--- src/rtl/bss_pkg.sv ---
package bss_pkg;

    localparam int RING_DEPTH    = 4096;
    localparam int PAYLOAD_BYTES = 1024;
    localparam int HDR_BYTES     = 4;

    localparam int PTR_W   = $clog2(RING_DEPTH);
    localparam int CHUNK_W = $clog2(PAYLOAD_BYTES + 1);
    localparam int POS_W   = $clog2(HDR_BYTES + PAYLOAD_BYTES + 1);
    localparam int CMP_W   = ((PTR_W > CHUNK_W) ? PTR_W : CHUNK_W) + 1;

    localparam int QUEUED_W = 12;
    localparam int TOTAL_W  = 16;
    localparam int OFFSET_W = 32;

    localparam logic [1:0] CMD_WRITE = 2'd0;
    localparam logic [1:0] CMD_FLUSH = 2'd1;
    localparam logic [1:0] CMD_PULL  = 2'd2;

    localparam logic [1:0] KIND_WRITE  = 2'd0;
    localparam logic [1:0] KIND_FLUSH  = 2'd1;
    localparam logic [1:0] KIND_PACKET = 2'd2;
    localparam logic [1:0] KIND_NONE   = 2'd3;

    localparam logic [7:0] FLAG_FIRST = 8'h01;
    localparam logic [7:0] FLAG_LAST  = 8'h02;

    typedef struct packed {
        logic [1:0] command;
        logic [7:0] data_byte;
        logic [7:0] window_packets;
    } bss_in_t;

    typedef struct packed {
        logic [1:0]          result_kind;
        logic                write_accepted;
        logic [QUEUED_W-1:0] queued_bytes;
        logic [7:0]          packet_byte;
        logic                packet_start;
        logic                packet_end;
        logic                session_done;
        logic [TOTAL_W-1:0]  flushed_bytes;
    } bss_out_t;

    typedef struct packed {
        logic             wr_en;
        logic [PTR_W-1:0] wr_addr;
        logic [7:0]       wr_data;
        logic [PTR_W-1:0] rd_addr;
    } bss_ring_ctrl_t;

endpackage

--- src/rtl/bss_engine.sv ---
module bss_engine (
    input  logic                    clk,
    input  logic                    rst_n,
    input  logic                    cfg_write,
    input  logic                    cfg_data,
    input  logic                    fire,
    input  bss_pkg::bss_in_t        item,
    input  logic [7:0]              rd_byte,
    output bss_pkg::bss_ring_ctrl_t ring,
    output bss_pkg::bss_out_t       result
);
    import bss_pkg::*;

    localparam logic [PTR_W-1:0]   FULL_COUNT  = PTR_W'(RING_DEPTH - 1);
    localparam logic [PTR_W-1:0]   LAST_PTR    = PTR_W'(RING_DEPTH - 1);
    localparam logic [CMP_W-1:0]   PAYLOAD_CMP = CMP_W'(PAYLOAD_BYTES);
    localparam logic [CHUNK_W-1:0] PAYLOAD_LEN = CHUNK_W'(PAYLOAD_BYTES);
    localparam logic [POS_W-1:0]   HDR_POS     = POS_W'(HDR_BYTES);

    function automatic logic [PTR_W-1:0] ptr_inc(input logic [PTR_W-1:0] p);
        return (p == LAST_PTR) ? '0 : p + 1'b1;
    endfunction

    function automatic logic [7:0] hdr_byte(input logic [OFFSET_W-1:0] off,
                                            input logic [1:0] idx);
        logic [7:0] b;
        case (idx)
            2'd0:    b = off[31:24];
            2'd1:    b = off[23:16];
            2'd2:    b = off[15:8];
            default: b = off[7:0];
        endcase
        return b;
    endfunction

    logic [PTR_W-1:0]    rp_reg, rp_next;
    logic [PTR_W-1:0]    wp_reg, wp_next;
    logic [PTR_W-1:0]    count_reg, count_next;
    logic [OFFSET_W-1:0] offset_reg, offset_next;
    logic                active_reg, active_next;
    logic                first_reg, first_next;
    logic [7:0]          credit_reg, credit_next;
    logic [POS_W-1:0]    pos_reg, pos_next;
    logic [CHUNK_W-1:0]  chunk_reg, chunk_next;
    logic                last_reg, last_next;
    logic [TOTAL_W-1:0]  total_reg, total_next;
    logic                nagle_reg, nagle_next;

    logic [CMP_W-1:0]    count_ext;
    logic                pos_zero;
    logic [CHUNK_W-1:0]  chunk_new;
    logic                last_new;
    logic [CHUNK_W-1:0]  chunk_cur;
    logic                last_cur;
    logic [POS_W-1:0]    end_pos;
    logic [7:0]          credit_dec;

    assign count_ext = CMP_W'(count_reg);
    assign pos_zero  = (pos_reg == '0);
    assign chunk_new = (count_ext > PAYLOAD_CMP) ? PAYLOAD_LEN : CHUNK_W'(count_reg);
    assign last_new  = (count_ext <= PAYLOAD_CMP);
    assign chunk_cur = pos_zero ? chunk_new : chunk_reg;
    assign last_cur  = pos_zero ? last_new : last_reg;
    assign end_pos   = HDR_POS + POS_W'(chunk_cur);
    assign credit_dec = (credit_reg != '0) ? credit_reg - 8'd1 : credit_reg;

    always_comb
    begin
        rp_next     = rp_reg;
        wp_next     = wp_reg;
        count_next  = count_reg;
        offset_next = offset_reg;
        active_next = active_reg;
        first_next  = first_reg;
        credit_next = credit_reg;
        pos_next    = pos_reg;
        chunk_next  = chunk_reg;
        last_next   = last_reg;
        total_next  = total_reg;
        nagle_next  = cfg_write ? cfg_data : nagle_reg;

        result             = '0;
        result.result_kind = KIND_NONE;
        ring.wr_en         = 1'b0;
        ring.wr_addr       = wp_reg;
        ring.wr_data       = item.data_byte;

        if (fire)
        begin
            case (item.command)
                CMD_WRITE:
                begin
                    result.result_kind = KIND_WRITE;
                    if (count_reg < FULL_COUNT)
                    begin
                        ring.wr_en            = 1'b1;
                        wp_next               = ptr_inc(wp_reg);
                        count_next            = count_reg + 1'b1;
                        result.write_accepted = 1'b1;
                    end
                end
                CMD_FLUSH:
                begin
                    result.result_kind = KIND_FLUSH;
                    if (!active_reg && count_reg != '0 && item.window_packets != '0 &&
                        !(nagle_reg && count_ext < PAYLOAD_CMP))
                    begin
                        active_next = 1'b1;
                        first_next  = 1'b1;
                        credit_next = item.window_packets;
                        pos_next    = '0;
                        total_next  = '0;
                    end
                end
                CMD_PULL:
                begin
                    if (active_reg)
                    begin
                        if (pos_zero)
                        begin
                            result.packet_start = 1'b1;
                            chunk_next          = chunk_new;
                            last_next           = last_new;
                        end
                        if (chunk_cur == '0)
                        begin
                            active_next = 1'b0;
                            pos_next    = '0;
                        end
                        else
                        begin
                            result.result_kind = KIND_PACKET;
                            if (pos_reg < HDR_POS)
                            begin
                                result.packet_byte = hdr_byte(offset_reg, pos_reg[1:0]);
                            end
                            else if (pos_reg == HDR_POS)
                            begin
                                result.packet_byte = (first_reg ? FLAG_FIRST : 8'h00) |
                                                     (last_cur ? FLAG_LAST : 8'h00);
                            end
                            else
                            begin
                                result.packet_byte = rd_byte;
                                rp_next            = ptr_inc(rp_reg);
                                count_next         = count_reg - 1'b1;
                                if (total_reg != '1)
                                begin
                                    total_next = total_reg + 1'b1;
                                end
                            end
                            if (pos_reg == end_pos)
                            begin
                                result.packet_end = 1'b1;
                                offset_next       = offset_reg + OFFSET_W'(chunk_cur);
                                first_next        = 1'b0;
                                credit_next       = credit_dec;
                                pos_next          = '0;
                                if (credit_dec == '0 || count_next == '0)
                                begin
                                    result.session_done = 1'b1;
                                    active_next         = 1'b0;
                                end
                            end
                            else
                            begin
                                pos_next = pos_reg + 1'b1;
                            end
                        end
                    end
                end
                default:
                begin
                    result.result_kind = KIND_NONE;
                end
            endcase
        end

        result.queued_bytes  = QUEUED_W'(count_next);
        result.flushed_bytes = total_next;
        ring.rd_addr         = rp_next;
    end

    always_ff @(posedge clk or negedge rst_n)
    begin
        if (!rst_n)
        begin
            rp_reg     <= '0;
            wp_reg     <= '0;
            count_reg  <= '0;
            offset_reg <= '0;
            active_reg <= 1'b0;
            first_reg  <= 1'b0;
            credit_reg <= '0;
            pos_reg    <= '0;
            chunk_reg  <= '0;
            last_reg   <= 1'b0;
            total_reg  <= '0;
            nagle_reg  <= 1'b0;
        end
        else
        begin
            rp_reg     <= rp_next;
            wp_reg     <= wp_next;
            count_reg  <= count_next;
            offset_reg <= offset_next;
            active_reg <= active_next;
            first_reg  <= first_next;
            credit_reg <= credit_next;
            pos_reg    <= pos_next;
            chunk_reg  <= chunk_next;
            last_reg   <= last_next;
            total_reg  <= total_next;
            nagle_reg  <= nagle_next;
        end
    end

endmodule

--- config.mk ---
export PLATFORM = sky130hd
export DESIGN_NAME = bss_engine
export DESIGN_NICKNAME = d
export VERILOG_FILES = /design/src/rtl/bss_pkg.sv /design/src/rtl/bss_engine.sv
export SDC_FILE = /design/constraint.sdc
export NUM_CORES = 1
export LEC_CHECK = 0
export BUFFER_PORTS_ARGS = -buffer_cell sky130_fd_sc_hd__buf_4
export CORE_MARGIN = 2
export CORE_UTILIZATION = 30
export DETAILED_ROUTE_END_ITERATION = 10
export GPL_ROUTABILITY_DRIVEN = 1
export PLACE_DENSITY = 0.49
export SLEW_MARGIN = 30
export SYNTH_ARGS = -nofsm -noshare
export SYNTH_HDL_FRONTEND = slang
export SYNTH_SLANG_ARGS = --single-unit
--- constraint.sdc ---
create_clock -name clk -period 8.8 [get_ports clk]
set_input_delay 0.44 -clock clk [delete_from_list [all_inputs] [get_ports clk]]
set_output_delay 0.44 -clock clk [all_outputs]
set_load 0.02 [all_outputs]
**Word-level counts from Yosys, hierarchy flattened**

Index checks and enable logic that the tools add are counted.

- ROM bits: 0
- Output and inout bits: 75
- Logic and storage cells: 135
- Input bits: 31
- Bits in latches: 0
- Memories: 0
- RAM bits: 0
- Register bits: 118

- Shift operators: 0
- Order comparisons: 5
- Reduce and logical (&&, ||, !) cells: 23
- Bitwise operators: 2
- Multiply operators: 0
- Eq/ne operators: 13
- Add/sub/neg operators: 9
- Divide/modulo/power cells: 0
- Muxes and demuxes: 71

Operator list:

| operator | count |
|---|---|
| 12-bit two-way mux | 18 |
| 16-bit two-way mux | 7 |
| 11-bit two-way mux | 9 |
| 8-bit two-way mux | 8 |
| 12-bit by 1-bit adder with 12-bit output (second input constant) | 3 |
| 32-bit by 11-bit adder with 32-bit output | 1 |
| 16-bit one-hot mux with 2 select lines | 1 |
| 12-bit == test (second input constant) | 2 |
| 12-bit one-hot mux with 2 select lines | 1 |
| 8-bit one-hot mux with 3 select lines | 1 |
| 11-bit logical NOT | 2 |
| 11-bit one-hot mux with 2 select lines | 1 |
| 1-bit two-way mux | 17 |
| 16-bit by 1-bit adder with 16-bit output (second input constant) | 1 |
| 16-bit != test (second input constant) | 1 |
| 8-bit one-hot mux with 2 select lines | 1 |
| 8-bit nonzero test | 2 |
| 12-bit by 11-bit greater-than comparator with 1-bit output (second input constant) | 1 |
| 12-bit by 11-bit less-or-equal comparator with 1-bit output (second input constant) | 1 |
| 12-bit logical NOT | 1 |
| 12-bit by 11-bit less-than comparator with 1-bit output (second input constant) | 1 |
| 12-bit less-than comparator (second input constant) | 1 |
| 12-bit nonzero test | 1 |
| 12-bit by 1-bit subtractor with 12-bit output (second input constant) | 1 |
| 25 further kinds | 40 |

**Longest topological paths before layout**

- Word-level depth: 16
- Gate-level depth with buffers: 19
- Mapped depth without buffers: 17

**Least setup slack after synthesis**

No wires, ideal clock.

- Path type: reg2reg
- Start point: reg pos_reg[0]
- End point: reg offset_reg[16]
- Path buffers: 2
- Arrival time: 4831 ps
- Setup slack: 3831 ps
- Clock period less this slack: 4969 ps
- Setup time: 138 ps
- Cell stages (with the launch flop): 17
- Data required time: 8662 ps
- Cell sequence: dfrtp_1 > inv_1 > ha_1 > clkbuf_1 > nor2b_1 > nand3_1 > clkbuf_1 > o21ai_0 > ha_1 > nor2b_1 > o21ai_0 > a21oi_1 > o41ai_1 > nor2_1 > a2111oi_0 > nor4_1 > xor2_1

- Cells in the longest elaborated chain, start to end: 5
- Elaborated cells between the ends (all ways): 8
- Classes of those cells: add/sub: 2; eq/ne: 1; mux: 1; bitwise: 1; reduce/logical: 3

Ends and longest elaborated chain:

| element | line | text |
|---|---|---|
| start: declaration | bss_engine.sv:43 | `logic [POS_W-1:0] pos_reg, pos_next;` |
| start signal: assignment | bss_engine.sv:210 | `pos_reg <= pos_next;` |
| 11-bit logical NOT (*) | bss_engine.sv:59 | `assign pos_zero = (pos_reg == '0);` |
| 11-bit two-way mux (*) | -- |  |
| via chunk_cur[2] | bss_engine.sv:53 | `logic [CHUNK_W-1:0] chunk_cur;` |
| 3-bit by 11-bit adder with 11-bit output / 11-bit logical NOT (equally long branches) | bss_engine.sv:64, bss_engine.sv:125 |  |
| 11-bit == test / 1-bit inverter (equally long branches) | -- |  |
| 5-bit AND reduction (no source line) | -- |  |
| end signal: assignment | bss_engine.sv:206 | `offset_reg <= offset_next;` |
| end: declaration | bss_engine.sv:39 | `logic [OFFSET_W-1:0] offset_reg, offset_next;` |

The timed path passes the listed nets; every way through them passes the cells marked *.
A chain may end at the register's enable or synchronous reset.

==> flow_summary.toml <==
[routing]
dr.pass1.iters = 5
vias_per_cell = 5.52
routed_wl_um = 26400
top_layer = "met4"
num_vias = 8032
route.met2.wl_um = 12100
drcViolationCount = 0
wl_met1_um = 12300
postRouteAntennaNets = 0
wl_per_cell_um = 18.2
drt_iter0_drc = 597
wl_met3_um = 1380

[status]
outcome = "finished, final reports clean"

[sta]
post-route-period-util = 0.704
fin_crit_ns = 6.19
setup_viol = 0
slew_violations = 0
tightest_slew_ns = 0.868
slew_headroom = 0.422
hold_violations = 0
fin_worst_skew_ns = 0.0147
setup_tns_ns = 0
rsz0062_at_grt = "false"
fmax_mhz = 161

[floorplanning]
io_pins = 106
rows = 61
die_area_mm2 = 0.0297
initial_core_util = 0.305
core_mm2 = 0.0279
dieWidth_um = 172
die_y_um = 172

[worst_setup_path]
cp-end-kind = "output port"
r2r_start = "pos_reg[0]$_DFFE_PN0P_"
cp_max_fo = 49
reg2regPathDepth = 14
cp-start-kind = "register"
rr_endpoint = "credit_reg[3]$_DFFE_PN0P_"
crit_arrival_ns = 5.75
cp.required_ns = 8.36
crit_type = "register to output port"
regToRegSetupSlack_ns = 3.30

[logic_synthesis]
ys_seq_elements = 118
yosysTopAreaCellShare = 0.347
syn_nets = 1077
netlist_instances = 1018
ys_seq_area_frac = 0.347
synth_area_leaders = "dfrtp_1, o21ai_0, nand2_1"
ys_types = 76
avgSynthCellArea_um2 = 8.35
synth_warnings = 0
synth_largest_area_cell = "dfrtp_1"
synth-async-reset-ratio = 1.00
synth_edf_count = 0
synth_flop_cell = "dfrtp_1"
synth_area_mm2 = 0.00850

[global_route]
grt_pass1_wl_um = 43000
grt_max_degree = 64
grt_usage = 0.183
grt_overflow_total = 0
grt_pass1_vias = 7809
antenna_found_initial = 0

[placement]
dp_hpwl_um = 19300
gp_congestion = 0.855
io_buffers = 89

[layout]
antennaDiodeCount = 0
layout_common_cells = "dfrtp_1, nand2_1, buf_4, o21ai_0, nor2_1"
layout-drive-gt1-share = 0.161
largest_reg_flops = 32
final_nets = 1122
final_core_util = 0.359
final_common_cell = "dfrtp_1"
fillers = 2884
area.growth.synth_to_final_pct = 17.4

[cts]
cts_tree = "built"
cts_setup_buffers = 0
cts_hold_buf = 0
clk_latency_ns = 0.42
clk_pin_slew_ns = 0.06
clk_path_buf_depth = 2
cts_resized = 0
cts.sinks = 118
htreeDepth = 4
numCtsBuffers = 17
cts_root_buf = "clkbuf_16"

[power_and_ir_drop]
power.leakage_nw = 4.33
vdd_drop_max_v = 0.000130
power_density_mw_per_mm2 = 245

[worst_hold_path]
min_path_type = "input port to async pin"

[job]
drv_cap = 0
[where the power goes]
part | switching (mW) | internal (mW) | total, mW
sequential | 0.165 | 0.620 | 0.786
combinational | 0.577 | 0.339 | 0.917
clock | 0.267 | 0.473 | 0.740
total | 1.01 | 1.43 | 2.44
[metal layers]
metal | vias up | global-route usage
met5 | - | 0
met4 | 0 | 0.0712
met3 | 41 | 0.0316
met2 | 256 | 0.284
met1 | 3861 | 0.254
li1 | 3874 | -
[cell families (layout without fill, tap and decap cells)]
group,count (synthesis),in the layout,share of synthesized area
simple gates,407,407,0.248
mux,13,13,0.0159
fa+ha+maj,28,28,0.0421
xor+xnor,55,55,0.0566
buf+inv,113,171,0.0615
compound gates,284,284,0.228
flops,118,118,0.347
[stage by stage]
stage	setup slack [ns]	hold slack [ns]	power (mW)	instances	area, um2
final	2.61	0.0661	2.44	1454	9990
after global routing	2.03	0.136	2.60	1454	9990
after CTS	2.62	0.105	2.46	1453	9970
after detailed placement	3.07	0.463	1.70	1421	9360
after global placement	3.22	0.474	1.71	1421	9360
after floorplan	3.83	0.144	1.41	1018	8500
[synth_stat cells, drive strengths merged, types with 19 or more instances]
| master | instances |
|---|---|
| dfrtp | 118 |
| nand2 | 117 |
| o21ai | 92 |
| nor2 | 73 |
| nand3 | 52 |
| clkbuf | 48 |
| a21oi | 40 |
| inv | 40 |
| xor2 | 37 |
| nor4 | 33 |
| ha | 27 |
| buf | 25 |
| nor3 | 23 |
| a22o | 21 |
| a31oi | 19 |
| and3 | 19 |
[critical path: stages, from the launching register on]
cell and delay (ns):
dfrtp_1 0.43, inv_1 0.18, ha_1 0.58, nor2b_1 0.40, nand3_1 0.47, o21ai_0 0.42, ha_1 0.31, xnor2_1 0.14
a222oi_1 0.23, o21ai_0 0.11, nand4b_1 0.20, nor4_1 0.55, o2111ai_4 0.18, buf_4 0.33, or2_2 0.48, nor2_1 0.14
buf_4 0.15
[worst max-delay path by stage]
stage,slack (ns),cells after the start,start,end
6_report,2.61,16,pos_reg[0]$_DFFE_PN0P_,result[16]
5_1_grt,2.03,16,pos_reg[0]$_DFFE_PN0P_,result[16]
4_1_cts,2.62,16,pos_reg[0]$_DFFE_PN0P_,result[16]
3_5_place_dp,3.07,16,pos_reg[0]$_DFFE_PN0P_,result[16]
3_3_place_gp,3.22,16,pos_reg[0]$_DFFE_PN0P_,result[16]
2_1_floorplan,3.83,16,pos_reg[0]$_DFFE_PN0P_,offset_reg[16]$_DFFE_PN0P_
[final cells by class]
cell class	count	area, um2	share of cell area
multi-input combinational	787	5050	0.506
sequential	118	2950	0.296
timing repair buffer	99	747	0.0748
tap	378	473	0.0474
clock buffer	19	433	0.0433
clock inverter	13	180	0.0180
inverter	40	150	0.0150
No activity file was read; power rests on OpenSTA's default activity.
